$ cat src/hw/rtl/tlbl_pkg.sv
// Shared types and constants of the LFU translation lookaside buffer.
// Used by the interfaces, the match and victim units and the top level.
// Depends on nothing.
package tlbl_pkg;

    localparam int CNT_W       = 16;
    localparam int CFG_W       = 4;
    localparam int OUT_FRAME_W = 20;
    localparam int SLOT_W      = 3;
    localparam int APB_DATA_W  = 32;
    localparam int APB_ADDR_W  = 3;

    localparam logic [CNT_W-1:0] COUNT_MAX     = 16'hFFFF;
    localparam logic [CFG_W-1:0] RESET_ENTRIES = 4'd5;

    // Register index decoded from paddr[2].
    localparam logic REG_ENTRIES_IN_USE = 1'b0;

    typedef enum logic [1:0] {
        KIND_LOOKUP = 2'd0,
        KIND_INSERT = 2'd1,
        KIND_FLUSH  = 2'd2
    } t_kind;

    typedef struct packed {
        logic                   hit;
        logic [OUT_FRAME_W-1:0] frame_out;
        logic [SLOT_W-1:0]      slot;
    } t_rsp;

endpackage

$ cat src/hw/rtl/tlbl_if.sv
// Valid/ready channel interfaces for request and response beats.
// Depends on tlbl_pkg for the fixed response field widths.
interface tlbl_req_if #(
    parameter int PAGE_BITS  = 20,
    parameter int FRAME_BITS = 20
);
    logic                  valid;
    logic                  ready;
    logic [1:0]            kind;
    logic [PAGE_BITS-1:0]  page;
    logic [FRAME_BITS-1:0] frame;

    modport source (output valid, output kind, output page, output frame, input ready);
    modport sink   (input valid, input kind, input page, input frame, output ready);
endinterface

interface tlbl_rsp_if;
    logic                             valid;
    logic                             ready;
    logic                             hit;
    logic [tlbl_pkg::OUT_FRAME_W-1:0] frame_out;
    logic [tlbl_pkg::SLOT_W-1:0]      slot;

    modport source (output valid, output hit, output frame_out, output slot, input ready);
    modport sink   (input valid, input hit, input frame_out, input slot, output ready);
endinterface

$ cat src/hw/rtl/tlbl_match.sv
// Associative page compare over the active entries, lowest matching entry wins.
// Depends on tlbl_pkg for the entry count register width.
module tlbl_match #(
    parameter int ENTRIES   = 8,
    parameter int PAGE_BITS = 20
) (
    input  logic [PAGE_BITS-1:0]       i_page,
    input  logic [PAGE_BITS-1:0]       i_page_store [ENTRIES],
    input  logic [ENTRIES-1:0]         i_valid,
    input  logic [tlbl_pkg::CFG_W-1:0] i_count,
    output logic                       o_hit,
    output logic [ENTRIES-1:0]         o_hit_oh,
    output logic [$clog2(ENTRIES)-1:0] o_hit_idx
);
    localparam int IDX_W = $clog2(ENTRIES);
    localparam int LIMIT = (ENTRIES < 15) ? ENTRIES : 15;

    logic [ENTRIES-1:0] match;

    always_comb begin
        for (int i = 0; i < ENTRIES; i++) begin
            match[i] = (i < LIMIT) && (i < int'(i_count)) && i_valid[i]
                       && (i_page_store[i] == i_page);
        end
    end

    // Lowest set bit wins, as a duplicated page resolves to its first entry.
    always_comb begin
        logic found;
        found     = 1'b0;
        o_hit_oh  = '0;
        o_hit_idx = '0;
        for (int i = 0; i < ENTRIES; i++) begin
            if (match[i] && !found) begin
                found       = 1'b1;
                o_hit_oh[i] = 1'b1;
                o_hit_idx   = IDX_W'(i);
            end
        end
        o_hit = found;
    end

endmodule

$ cat src/hw/rtl/tlbl_victim.sv
// Insert target selection: first free entry, else least-used entry with a
// rotating tie break. Depends on tlbl_pkg for count and register widths.
module tlbl_victim #(
    parameter int ENTRIES = 8
) (
    input  logic [tlbl_pkg::CNT_W-1:0] i_cnt [ENTRIES],
    input  logic [ENTRIES-1:0]         i_valid,
    input  logic [tlbl_pkg::CFG_W-1:0] i_count,
    input  logic [tlbl_pkg::CFG_W-1:0] i_ptr,
    output logic                       o_full,
    output logic [ENTRIES-1:0]         o_tgt_oh,
    output logic [$clog2(ENTRIES)-1:0] o_tgt_idx
);
    localparam int IDX_W = $clog2(ENTRIES);
    localparam int LIMIT = (ENTRIES < 15) ? ENTRIES : 15;

    logic [ENTRIES-1:0] in_range;
    logic [ENTRIES-1:0] free;
    logic [ENTRIES-1:0] is_min;
    logic [ENTRIES-1:0] tie_hi;

    // Each entry is a minimum when no active entry holds a smaller count;
    // the pairwise compares are all independent.
    always_comb begin
        for (int i = 0; i < ENTRIES; i++) begin
            in_range[i] = (i < LIMIT) && (i < int'(i_count));
        end
        for (int i = 0; i < ENTRIES; i++) begin
            free[i]   = in_range[i] && !i_valid[i];
            is_min[i] = in_range[i];
            for (int j = 0; j < LIMIT; j++) begin
                if (in_range[j] && (i_cnt[j] < i_cnt[i])) begin
                    is_min[i] = 1'b0;
                end
            end
            tie_hi[i] = is_min[i] && (i >= int'(i_ptr));
        end
    end

    always_comb begin
        logic [ENTRIES-1:0] pick;
        logic               found;
        o_full = (free == '0);
        if (!o_full) begin
            pick = free;
        end else if (tie_hi != '0) begin
            pick = tie_hi;
        end else begin
            pick = is_min;
        end
        found     = 1'b0;
        o_tgt_oh  = '0;
        o_tgt_idx = '0;
        for (int i = 0; i < ENTRIES; i++) begin
            if (pick[i] && !found) begin
                found       = 1'b1;
                o_tgt_oh[i] = 1'b1;
                o_tgt_idx   = IDX_W'(i);
            end
        end
    end

endmodule

$ cat src/hw/rtl/tlb_lfu_lookup_insert.sv
// Top level of the fully associative TLB with least-frequently-used replacement.
// Depends on tlbl_pkg, tlbl_if, tlbl_match and tlbl_victim.
//
// Usage. Requests arrive as beats on i_req (kind, page, frame) and every
// request, whatever its kind, yields exactly one response beat on o_rsp (hit,
// frame_out, slot). Both channels use valid/ready; a beat moves at a rising edge
// where both are high. The entry count register sits behind a small APB-style
// port at byte address 0. The user must write it only while idle; the block
// does not enforce this.
//
// Pipeline. A request is captured in an input register, all compares and the
// victim choice are made combinationally from that register, and the response
// is held in an output register. One request is accepted every cycle while the
// response side does not stall; the entry array state is updated at the same
// edge that loads the response register.
//
// Stalls. When o_rsp.ready is low the output register holds its beat, the
// input register holds its request and i_req.ready falls once both are full;
// nothing is dropped. Reset clears every valid bit and use count, zeroes the
// rotation pointer and sets the entry count to five. No clearing pass runs.
module tlb_lfu_lookup_insert #(
    parameter int ENTRIES    = 8,
    parameter int PAGE_BITS  = 20,
    parameter int FRAME_BITS = 20
) (
    input  logic                            i_clk,
    input  logic                            i_rst_n,
    tlbl_req_if.sink                        i_req,
    tlbl_rsp_if.source                      o_rsp,
    input  logic                            i_psel,
    input  logic                            i_penable,
    input  logic                            i_pwrite,
    input  logic [tlbl_pkg::APB_ADDR_W-1:0] i_paddr,
    input  logic [tlbl_pkg::APB_DATA_W-1:0] i_pwdata,
    output logic [tlbl_pkg::APB_DATA_W-1:0] o_prdata,
    output logic                            o_pready
);
    localparam int IDX_W = $clog2(ENTRIES);
    localparam int LIMIT = (ENTRIES < 15) ? ENTRIES : 15;
    localparam int CNT_W = tlbl_pkg::CNT_W;
    localparam int CFG_W = tlbl_pkg::CFG_W;

    // Entry storage. Page and frame are payload and carry no reset; they are
    // only ever read through a valid entry.
    logic [PAGE_BITS-1:0]  r_page  [ENTRIES];
    logic [FRAME_BITS-1:0] r_frame [ENTRIES];
    logic [CNT_W-1:0]      r_cnt   [ENTRIES];
    logic [CNT_W-1:0]      n_cnt   [ENTRIES];
    logic [ENTRIES-1:0]    r_vld;
    logic [ENTRIES-1:0]    n_vld;
    logic [CFG_W-1:0]      r_ptr;
    logic [CFG_W-1:0]      n_ptr;
    logic [CFG_W-1:0]      r_entries;

    // Input register stage.
    logic                  r_in_vld;
    logic [1:0]            r_kind;
    logic [PAGE_BITS-1:0]  r_pg;
    logic [FRAME_BITS-1:0] r_fr;

    // Output register stage.
    logic                  r_out_vld;
    tlbl_pkg::t_rsp        r_rsp;
    tlbl_pkg::t_rsp        n_rsp;

    logic                  s1_go;
    logic [CFG_W-1:0]      eff_count;
    tlbl_pkg::t_kind       kind;
    logic                  hit;
    logic [ENTRIES-1:0]    hit_oh;
    logic [IDX_W-1:0]      hit_idx;
    logic                  full;
    logic [ENTRIES-1:0]    tgt_oh;
    logic [IDX_W-1:0]      tgt_idx;
    logic [FRAME_BITS-1:0] hit_frame;
    logic                  wr_insert;

    // The stored request moves on whenever the output register is free or
    // being emptied, so a response being taken never blocks the next request.
    assign s1_go       = r_in_vld && (!r_out_vld || o_rsp.ready);
    assign i_req.ready = !r_in_vld || s1_go;

    assign o_rsp.valid     = r_out_vld;
    assign o_rsp.hit       = r_rsp.hit;
    assign o_rsp.frame_out = r_rsp.frame_out;
    assign o_rsp.slot      = r_rsp.slot;

    // A count of zero behaves as one, and anything above the table depth
    // behaves as the depth.
    always_comb begin
        if (r_entries == '0) begin
            eff_count = CFG_W'(1);
        end else if (int'(r_entries) > LIMIT) begin
            eff_count = CFG_W'(LIMIT);
        end else begin
            eff_count = r_entries;
        end
    end

    assign kind = tlbl_pkg::t_kind'(r_kind);

    tlbl_match #(
        .ENTRIES   (ENTRIES),
        .PAGE_BITS (PAGE_BITS)
    ) u_match (
        .i_page       (r_pg),
        .i_page_store (r_page),
        .i_valid      (r_vld),
        .i_count      (eff_count),
        .o_hit        (hit),
        .o_hit_oh     (hit_oh),
        .o_hit_idx    (hit_idx)
    );

    tlbl_victim #(
        .ENTRIES (ENTRIES)
    ) u_victim (
        .i_cnt     (r_cnt),
        .i_valid   (r_vld),
        .i_count   (eff_count),
        .i_ptr     (r_ptr),
        .o_full    (full),
        .o_tgt_oh  (tgt_oh),
        .o_tgt_idx (tgt_idx)
    );

    // The hit vector is one-hot, so the frame is an AND-OR over the entries.
    always_comb begin
        hit_frame = '0;
        for (int i = 0; i < ENTRIES; i++) begin
            if (hit_oh[i]) begin
                hit_frame = hit_frame | r_frame[i];
            end
        end
    end

    // Next state of the entry array and the response beat.
    always_comb begin
        n_vld     = r_vld;
        n_ptr     = r_ptr;
        n_rsp     = '0;
        wr_insert = 1'b0;
        for (int i = 0; i < ENTRIES; i++) begin
            n_cnt[i] = r_cnt[i];
        end
        case (kind)
            tlbl_pkg::KIND_LOOKUP: begin
                if (hit) begin
                    n_rsp.hit       = 1'b1;
                    n_rsp.frame_out = tlbl_pkg::OUT_FRAME_W'(hit_frame);
                    n_rsp.slot      = tlbl_pkg::SLOT_W'(hit_idx);
                    for (int i = 0; i < ENTRIES; i++) begin
                        if (hit_oh[i] && (r_cnt[i] != tlbl_pkg::COUNT_MAX)) begin
                            n_cnt[i] = r_cnt[i] + CNT_W'(1);
                        end
                    end
                end
            end
            tlbl_pkg::KIND_INSERT: begin
                wr_insert  = 1'b1;
                n_rsp.slot = tlbl_pkg::SLOT_W'(tgt_idx);
                n_vld      = r_vld | tgt_oh;
                for (int i = 0; i < ENTRIES; i++) begin
                    if (tgt_oh[i] && (r_cnt[i] == '0)) begin
                        n_cnt[i] = CNT_W'(1);
                    end
                end
                // The pointer walks 0..count and wraps, only on replacement.
                if (full) begin
                    n_ptr = (r_ptr < eff_count) ? (r_ptr + CFG_W'(1)) : '0;
                end
            end
            tlbl_pkg::KIND_FLUSH: begin
                n_vld = '0;
                for (int i = 0; i < ENTRIES; i++) begin
                    n_cnt[i] = '0;
                end
            end
            default: begin
                // The unused kind code leaves everything untouched.
            end
        endcase
    end

    always_ff @(posedge i_clk) begin
        if (!i_rst_n) begin
            r_vld     <= '0;
            r_ptr     <= '0;
            r_entries <= tlbl_pkg::RESET_ENTRIES;
            r_in_vld  <= 1'b0;
            r_out_vld <= 1'b0;
            for (int i = 0; i < ENTRIES; i++) begin
                r_cnt[i] <= '0;
            end
        end else begin
            if (s1_go) begin
                r_vld <= n_vld;
                r_ptr <= n_ptr;
                for (int i = 0; i < ENTRIES; i++) begin
                    r_cnt[i] <= n_cnt[i];
                end
            end
            if (i_req.ready) begin
                r_in_vld <= i_req.valid;
            end
            if (!r_out_vld || o_rsp.ready) begin
                r_out_vld <= r_in_vld;
            end
            if (i_psel && i_penable && i_pwrite
                && (i_paddr[2] == tlbl_pkg::REG_ENTRIES_IN_USE)) begin
                r_entries <= i_pwdata[CFG_W-1:0];
            end
        end
    end

    // Payload registers: request capture, response capture and entry writes.
    always_ff @(posedge i_clk) begin
        if (i_req.valid && i_req.ready) begin
            r_kind <= i_req.kind;
            r_pg   <= i_req.page;
            r_fr   <= i_req.frame;
        end
        if (s1_go) begin
            r_rsp <= n_rsp;
        end
        for (int i = 0; i < ENTRIES; i++) begin
            if (s1_go && wr_insert && tgt_oh[i]) begin
                r_page[i]  <= r_pg;
                r_frame[i] <= r_fr;
            end
        end
    end

    assign o_pready = 1'b1;
    assign o_prdata = (i_paddr[2] == tlbl_pkg::REG_ENTRIES_IN_USE)
                      ? tlbl_pkg::APB_DATA_W'(r_entries) : '0;

endmodule

$ cat src/flat_wrapper.sv
// flat-port wrapper written by rule: the top's interface ports become plain ports
module tlb_lfu_lookup_insert_flat 
#(
    parameter int ENTRIES    = 8,
    parameter int PAGE_BITS  = 20,
    parameter int FRAME_BITS = 20
)
  (i_clk, i_rst_n, i_psel, i_penable, i_pwrite, i_paddr, i_pwdata, o_prdata, o_pready, i_req_valid, i_req_kind, i_req_page, i_req_frame, i_req_ready, o_rsp_valid, o_rsp_hit, o_rsp_frame_out, o_rsp_slot, o_rsp_ready);
  tlbl_req_if #(.PAGE_BITS(PAGE_BITS), .FRAME_BITS(FRAME_BITS)) i_req_i ();
  tlbl_rsp_if o_rsp_i ();
  input  logic i_clk;
  input  logic i_rst_n;
  input  logic i_psel;
  input  logic i_penable;
  input  logic i_pwrite;
  input  logic [tlbl_pkg::APB_ADDR_W-1:0] i_paddr;
  input  logic [tlbl_pkg::APB_DATA_W-1:0] i_pwdata;
  output logic [tlbl_pkg::APB_DATA_W-1:0] o_prdata;
  output logic o_pready;
  input wire logic [$bits(i_req_i.valid)-1:0] i_req_valid;
  input wire logic [$bits(i_req_i.kind)-1:0] i_req_kind;
  input wire logic [$bits(i_req_i.page)-1:0] i_req_page;
  input wire logic [$bits(i_req_i.frame)-1:0] i_req_frame;
  output wire logic [$bits(i_req_i.ready)-1:0] i_req_ready;
  output wire logic [$bits(o_rsp_i.valid)-1:0] o_rsp_valid;
  output wire logic [$bits(o_rsp_i.hit)-1:0] o_rsp_hit;
  output wire logic [$bits(o_rsp_i.frame_out)-1:0] o_rsp_frame_out;
  output wire logic [$bits(o_rsp_i.slot)-1:0] o_rsp_slot;
  input wire logic [$bits(o_rsp_i.ready)-1:0] o_rsp_ready;
  assign i_req_i.valid = i_req_valid;
  assign i_req_i.kind = i_req_kind;
  assign i_req_i.page = i_req_page;
  assign i_req_i.frame = i_req_frame;
  assign i_req_ready = i_req_i.ready;
  assign o_rsp_valid = o_rsp_i.valid;
  assign o_rsp_hit = o_rsp_i.hit;
  assign o_rsp_frame_out = o_rsp_i.frame_out;
  assign o_rsp_slot = o_rsp_i.slot;
  assign o_rsp_i.ready = o_rsp_ready;
  tlb_lfu_lookup_insert #(.ENTRIES(ENTRIES), .PAGE_BITS(PAGE_BITS), .FRAME_BITS(FRAME_BITS)) u_core (.i_clk(i_clk), .i_rst_n(i_rst_n), .i_req(i_req_i), .o_rsp(o_rsp_i), .i_psel(i_psel), .i_penable(i_penable), .i_pwrite(i_pwrite), .i_paddr(i_paddr), .i_pwdata(i_pwdata), .o_prdata(o_prdata), .o_pready(o_pready));
endmodule
$ cat config.mk
export PLATFORM = sky130hd
export DESIGN_NAME = tlb_lfu_lookup_insert_flat
export DESIGN_NICKNAME = d
export VERILOG_FILES = /design/src/hw/rtl/tlbl_pkg.sv /design/src/hw/rtl/tlbl_if.sv /design/src/hw/rtl/tlbl_match.sv /design/src/hw/rtl/tlbl_victim.sv /design/src/hw/rtl/tlb_lfu_lookup_insert.sv /design/src/flat_wrapper.sv
export SDC_FILE = /design/constraint.sdc
export NUM_CORES = 2
export LEC_CHECK = 0
export ABC_AREA = 1
export BUFFER_PORTS_ARGS = -buffer_cell sky130_fd_sc_hd__buf_2
export CORE_MARGIN = 1
export CORE_UTILIZATION = 51
export DETAILED_ROUTE_END_ITERATION = 10
export PLACE_DENSITY = 0.7
export RECOVER_POWER = 25
export SLEW_MARGIN = 40
export SYNTH_ARGS = -nofsm -noshare
export SYNTH_HDL_FRONTEND = slang
export SYNTH_HIERARCHICAL = 1
export SYNTH_SLANG_ARGS = --single-unit
$ cat constraint.sdc
create_clock -name i_clk -period 13.8 [get_ports i_clk]
set_input_delay 0.69 -clock i_clk [delete_from_list [all_inputs] [get_ports i_clk]]
set_output_delay 0.69 -clock i_clk [all_outputs]
set_load 0.03 [all_outputs]
# After elaboration in Yosys (flattened, before gate mapping)
# Memory sizes are Yosys's and may differ from the RTL's.
# Index checks and enable logic that the tools add are counted.
# op_classes
n_reduce_logical	198
eq_ne	35
addsub	9
bitwise	9
muxes	180
n_lt_le_gt_ge	82
# op_table
operator	n
$lt A16 B16 Y1	64
$pmux W128 S3	1
$mux W20	15
$mux W16	16
$eq A20 B20 Y1	8
$logic_and A1 B1 Y1	140
$or A20 B20 Y20	7
$reduce_or A20 Y1	7
$add A16 B1 Y16 const B	8
$logic_not A16 Y1	8
$mux W128	1
$ne A16 B16 Y1 const B	8
$mux W1	119
$mux W3	17
$reduce_and A5 Y1	8
$ne A2 B1 Y1 const B	17
$logic_not A1 Y1	24
$mux W24	1
$ge A3 B4 Y1 const A	4
$lt A3 B4 Y1 const A	4
$mux W4	4
$mux W8	2
$pmux W8 S2	1
$ge A1 B4 Y1 const A	2
other kinds (21)	27
# word_totals
memories	1
word_cells	541
ramBits	160
out_inout_bits	59
ff_bits	372
# memory_table
memory	depth	word_bits	read_ports	rd_clocked_by_memory_dff	write_ports	line_no	source
u_core.r_frame	8	20	8	0	1	tlb_lfu_lookup_insert.sv:46	logic [FRAME_BITS-1:0] r_frame [ENTRIES];

# Logic depth before layout (Yosys ltp)
# logic_depth
depth_word	44
mapped_depth	36
depth_no_buf	36

# Cells and area by module
# Netlist, hierarchy kept.
# by_module_without_submodules
module	cells_each	n_inst	area_per_inst_um2
tlb_lfu_lookup_insert	2372	1	23166.0
tlbl_victim	1807	1	11538.6
tlbl_match	575	1	2698.8

# Worst setup path before layout
# Ideal clock, no wire load.
# synth_timing
path_kind	flip-flop to flip-flop
startpoint	register u_core/r_cnt[111] in the netlist's numbering
endpoint	memory u_core.r_frame[6][0] (netlist: u_core/r_frame[1][40]) (enable)
path_slack_ns	9.094
arrival_time_ns	4.268
t_required_ns	13.362
stages_incl_launch_ff	24
synth_period_minus_slack_ns	4.706
path_cell_list	dfxtp_1 > inv_1 > ha_1 > nand2_1 > nor2_1 > nand3_1 > nor2_1 > nand2_1 > nand3_1 > and2_1 > nand2_1 > nor2_2 > nand3_1 > nand2_1 > nor2_4 > nand2_4 > nand2_2 > nand2_1 > nand2_2 > nor3_4 > nand4_1 > inv_1 > inv_1 > nor2_1
# synth_between
word_cells_on_any_way	171
classes_between	order compare (15); mux (103); reduce/logical (53)
# synth_lines
element	line_no	source
start: declaration	tlb_lfu_lookup_insert.sv:47	logic [CNT_W-1:0] r_cnt [ENTRIES];
start signal: indexed assignment	tlb_lfu_lookup_insert.sv:200	r_cnt[i] <= n_cnt[i];
$lt A16 B16 Y1	tlbl_victim.sv:32	if (in_range[j] && (i_cnt[j] < i_cnt[i])) begin
$logic_and A1 B1 Y1	tlbl_victim.sv:32	
$mux W1 (8 in series)	tlbl_victim.sv:32	
$logic_and A1 B1 Y1	tlbl_victim.sv:36	tie_hi[i] = is_min[i] && (i >= int'(i_ptr));
$reduce_bool A8 Y1	tlbl_victim.sv:46	end else if (tie_hi != '0) begin
$mux W8 *	tlbl_victim.sv:46	
$mux W8 *	tlbl_victim.sv:44	if (!o_full) begin
$mux W1	tlbl_victim.sv:55	if (pick[i] && !found) begin
[... 16 more ...]	-	
$logic_and A1 B1 Y1 *	tlbl_victim.sv:55	
$mux W1 *	tlbl_victim.sv:55	
via u_core.tgt_oh[6]	tlb_lfu_lookup_insert.sv:73	logic [ENTRIES-1:0] tgt_oh;
$logic_and A1 B1 Y1 *	tlb_lfu_lookup_insert.sv:227	if (s1_go && wr_insert && tgt_oh[i]) begin
$mux W1 *	tlb_lfu_lookup_insert.sv:227	
$mux W1 (not written as such) *	tlb_lfu_lookup_insert.sv:229	r_frame[i] <= r_fr;
$reduce_or A20 Y1 (no source line)	-	
$mux W3 (no source line) / $mux W1 (equally long branches) (2 in series)	-	
end: declaration	tlb_lfu_lookup_insert.sv:46	
# The timed path passes the listed nets; every way through them passes the cells marked *.

# Worst setup path after layout
# layout_timing
startpoint	register u_core.r_entries[3]
endpoint	register u_core/r_cnt[16] in the netlist's numbering
# layout_between
elab_chain_cells	39
word_cells_on_any_way	224
classes_between	order compare (9); eq/ne (3); mux (84); reduce/logical (128)
# layout_rtl
element	line_no	source
start: declaration	tlb_lfu_lookup_insert.sv:53	logic [CFG_W-1:0] r_entries;
start signal: assignment	tlb_lfu_lookup_insert.sv:189	r_entries <= tlbl_pkg::RESET_ENTRIES;
start signal: assignment	tlb_lfu_lookup_insert.sv:211	r_entries <= i_pwdata[CFG_W-1:0];
$gt A4 B4 Y1	tlb_lfu_lookup_insert.sv:93	end else if (int'(r_entries) > LIMIT) begin
$mux W4	tlb_lfu_lookup_insert.sv:93	
$mux W4 *	tlb_lfu_lookup_insert.sv:91	if (r_entries == '0) begin
via u_core.eff_count[2]	tlb_lfu_lookup_insert.sv:67	logic [CFG_W-1:0] eff_count;
$lt A1 B4 Y1	tlbl_victim.sv:26	in_range[i] = (i < LIMIT) && (i < int'(i_count));
$logic_and A1 B1 Y1	tlbl_victim.sv:32	
$mux W1 (8 in series)	tlbl_victim.sv:32	
$logic_and A1 B1 Y1	tlbl_victim.sv:36	
[... 18 more ...]	-	
$mux W1	tlbl_victim.sv:55	
$logic_not A1 Y1	tlbl_victim.sv:55	
$logic_and A1 B1 Y1 *	tlbl_victim.sv:55	
$mux W1 *	tlbl_victim.sv:55	
via u_core.tgt_oh[6]	tlb_lfu_lookup_insert.sv:73	
$logic_and A1 B1 Y1 *	tlb_lfu_lookup_insert.sv:164	if (tgt_oh[i] && (r_cnt[i] == '0)) begin
$ne A2 B1 Y1 (no source line) *	-	
$reduce_and A5 Y1 (no source line) *	-	
# Marks and branches as above.
# A chain may end at the register's enable or synchronous reset.

==> flow_summary.yaml <==
critical_path:
  reg2reg_depth: 28
  worstPathRequired_ns: 14.31
  max_stage_delay_ns: 0.89
  critPathCapture: "u_core/r_cnt[16]"
  crit_type: "reg2reg"
  cp_slowest_cell: "dfxtp_1"
  timing.rr.start: "u_core/r_entries[3]"
  cpMostUsedCell: "nand2_1"
  rrSetupSlack_ns: 8.17
  cp-start-kind: "flop"
  crit_fanout: 16
  crit_path_start: "u_core/r_entries[3]"
  critPathCaptureType: "flop"
  crit_arrival_ns: 6.14
  reg2reg_to: "u_core/r_cnt[16]"
job:
  maxCapViolations: 0
cells_and_area:
  drive_gt1_share_pct: 7.09
  multi_input_area_um2: 20400
  fill_cells: 6614
  area_growth_pct: 8.52
  fin_util_pct: 56.4
  nets: 5403
  seq_area_um2: 14500
timing:
  fin_crit_ns: 5.63
  fin_crit_sh_pct: 40.8
  finalSetupViolCount: 0
  fin_tns_setup_ns: 0
  slew_headroom_pct: 11.6
  finalClockSkew_ns: 0.0581
  drv_slew: 0
  fin_ws_ns: 8.17
  finalHoldViolCount: 0
  fmax_mhz: 178
  worst_pin_slew_ns: 1.33
  rsz0062_at_grt: "false"
die:
  rows: 98
  die_height_um: 273
  ios: 143
  die_w_um: 273
  dieArea_um2: 74400
  core_area_um2: 72000
  initial_core_util_pct: 52.0
drt:
  wirelength_mm: 121
  vias: 33500
  ant_nets: 0
  wire_per_inst_um: 20.6
  drc: 0
  viasPerCell: 5.74
  drtIter0Drc: 3596
  dr.pass1.iters: 8
synthesis:
  syn_area_per_cell_um2: 7.87
  synth_seq_cells: 532
  synthCells: 4754
  synth-seq-area-share_pct: 38.8
  synthesis.area_um2: 37400
  async_flop_share_pct: 0
  ys.flop_type: "edfxtp_1"
  ys_warn_count: 6
  synth_edf_count: 386
  yosysUniqueCellTypes: 51
clock_tree:
  clock_sinks: 532
  htree_num_levels: 2
  clockBufferDepth: 3
  cts_tree: "yes"
  cts_hold_buf: 0
  postCtsSetupBuffers: 0
  clkSlewWorstSetupHoldPaths_ns: 0.06
  cts_root_buf: "clkbuf_16"
  cts_buffers: 57
  insertion_delay_ns: 0.67
  cts-resized-gates: 0
global_routing:
  grtUsageTotal_pct: 32.0
  overflow: 0
  grt_max_degree: 76
  grt_pass1_wl_mm: 180
  antenna_found_initial: 3
  grt_pass1_vias: 30200
placed_design:
  post-place-ws_ns: 8.31
  dp.final_hpwl_mm: 83.8
  routabilityCongestion: 1.01
  io_buffers: 83
pwr:
  p_per_area_nw_per_um2: 87.8
  ir_worst_vdd_uv: 138
  p_leak_nw: 17.4
worst_hold_path:
  min_path_type: "in2reg"
run_status:
  status: "finished clean"
-- cell usage after synthesis (2+ instances only) --
library cell     n  area share, %
xnor2_1         46            1.1
o21ai_1         15           0.20
and2_1           2          0.033
nor3_4           2          0.087
nand3_2          6           0.16
clkbuf_1        46           0.46
a221oi_1        32           0.75
nor2_1         609            6.1
a31oi_1          6           0.10
o22ai_1         13           0.22
nand2_4         12           0.36
a21oi_2         20           0.47
inv_1          476            4.8
a211oi_1         4          0.080
nand2_1       1340             13
nand3_1        253            3.4
nand3b_1         2          0.040
nor3b_1          8           0.16
buf_4           38           0.76
buf_6           12           0.36
buf_2           29           0.39
inv_2           27           0.27
a21oi_1        356            4.8
a21boi_0         2          0.040
nor2_4          13           0.39
a22o_1          12           0.28
a41oi_1          5           0.12
o21ai_0        105            1.4
o21a_1          12           0.24
edfxtp_1       386             31
nor4_1           2          0.033
nor3_1          29           0.39
dfxtp_1        146            7.8
nand4_1         81            1.4
conb_1           2          0.020
o21ai_2         10           0.23
xor2_1          35           0.82
o21bai_1        20           0.40
nand2_2         23           0.38
nor2_2          23           0.38
a21o_1           9           0.18
ha_1           472             16
o211ai_1         5           0.10
-- state kept, by name, summed over array words and instances (netlist names), 8 cells and up --
name	flops
u_core/o_rsp.frame_out	20
u_core/r_cnt	128
u_core/r_pg	20
u_core/r_fr	20
u_core/r_frame	160
u_core/r_page	160
u_core/r_vld	8
-- layer usage --
layer / wire length, um / vias to the layer above / part of all wire (%) / track usage [%]
met4: 5010 / 0 / 4.2 / 12.8
met5: 0 / - / 0 / 0
met1: 51100 / 15600 / 42 / 45.5
met2: 51500 / 1629 / 43 / 48.3
met3: 13000 / 252 / 11 / 5.39
li1: - / 16000 / - / -
-- worst min-delay path by stage --
| stage | from | end | slack (ns) | cells past startpoint |
|---|---|---|---|---|
| finish | i_req_frame[19] | u_core/r_fr[19] | 0.20 | 1 |
| global route | i_req_frame[6] | u_core/r_fr[6] | 0.17 | 1 |
| CTS | i_req_frame[19] | u_core/r_fr[19] | 0.18 | 1 |
| detailed placement | u_core/r_vld[4] | u_core/r_vld[4] | 0.47 | 2 |
| global placement | u_core/r_vld[4] | u_core/r_vld[4] | 0.47 | 2 |
| floorplan | u_core/r_vld[2] | u_core/r_vld[2] | 0.44 | 2 |
-- power by group --
| group | switching, mW | internal (mW) | leakage [nW] | total (mW) |
|---|---|---|---|---|
| logic | 0.242 | 0.0856 | 11.8 | 0.327 |
| registers | 0.0231 | 1.73 | 4.70 | 1.75 |
| clock network | 0.663 | 0.821 | 0.870 | 1.48 |
-- layout by cell type (no fill, tap or decap), drive strengths merged, types with 8 or more instances in the layout --
cell    count
o21a       12
nor2      645
nand4      82
ha        472
o22ai      13
o21bai     20
nand3     259
a21oi     376
dfxtp     146
inv       504
a221oi     32
clkbuf    103
clkinv     25
a22o       12
nor3       32
buf       106
edfxtp    386
xnor2      46
o21ai     130
nand2    1375
conb       29
nor3b       8
xor2       35
a21o        9
-- per-stage QoR --
| stage | area, um2 | hold WS (ns) | std cells | total power [mW] |
|---|---|---|---|---|
| floorplan | 37500 | 0.436 | 4781 | 2.00 |
| global placement | 38800 | 0.468 | 5738 | 2.10 |
| detailed placement | 38800 | 0.474 | 5738 | 2.11 |
| CTS | 40700 | 0.177 | 5845 | 3.58 |
| global route | 40600 | 0.174 | 5846 | 3.67 |
| finish | 40600 | 0.199 | 5846 | 3.56 |
-- critical path: cells and delay by family, from the launching register on --
| family | cells | cell delay, ns |
|---|---|---|
| simple gates | 20 | 2.41 |
| compound gates | 3 | 1.27 |
| flops | 1 | 0.89 |
| buf+inv | 5 | 0.87 |
-- cell type report --
class / instances / share of cell area, %
inverters: 504 / 4.67
repair buffers: 133 / 1.79
well taps: 950 / 2.93
flip-flops and latches: 532 / 35.8
diodes: 1 / 0.00617
clock inverters: 31 / 0.712
multi-input cells: 3619 / 50.4
clock buffers: 76 / 3.76
-- cell families (layout without fill, tap and decap cells) --
family	count (synthesis)	after routing	share of synthesized area (%)
compound gates	628	628	9.63
fa+ha+maj	472	472	15.8
simple gates	2409	2409	26.8
other cells	2	30	0.0201
flops	532	532	38.8
xor+xnor	81	81	1.90
buf+inv	630	744	7.04
Power figures use the tool's default switching activity.
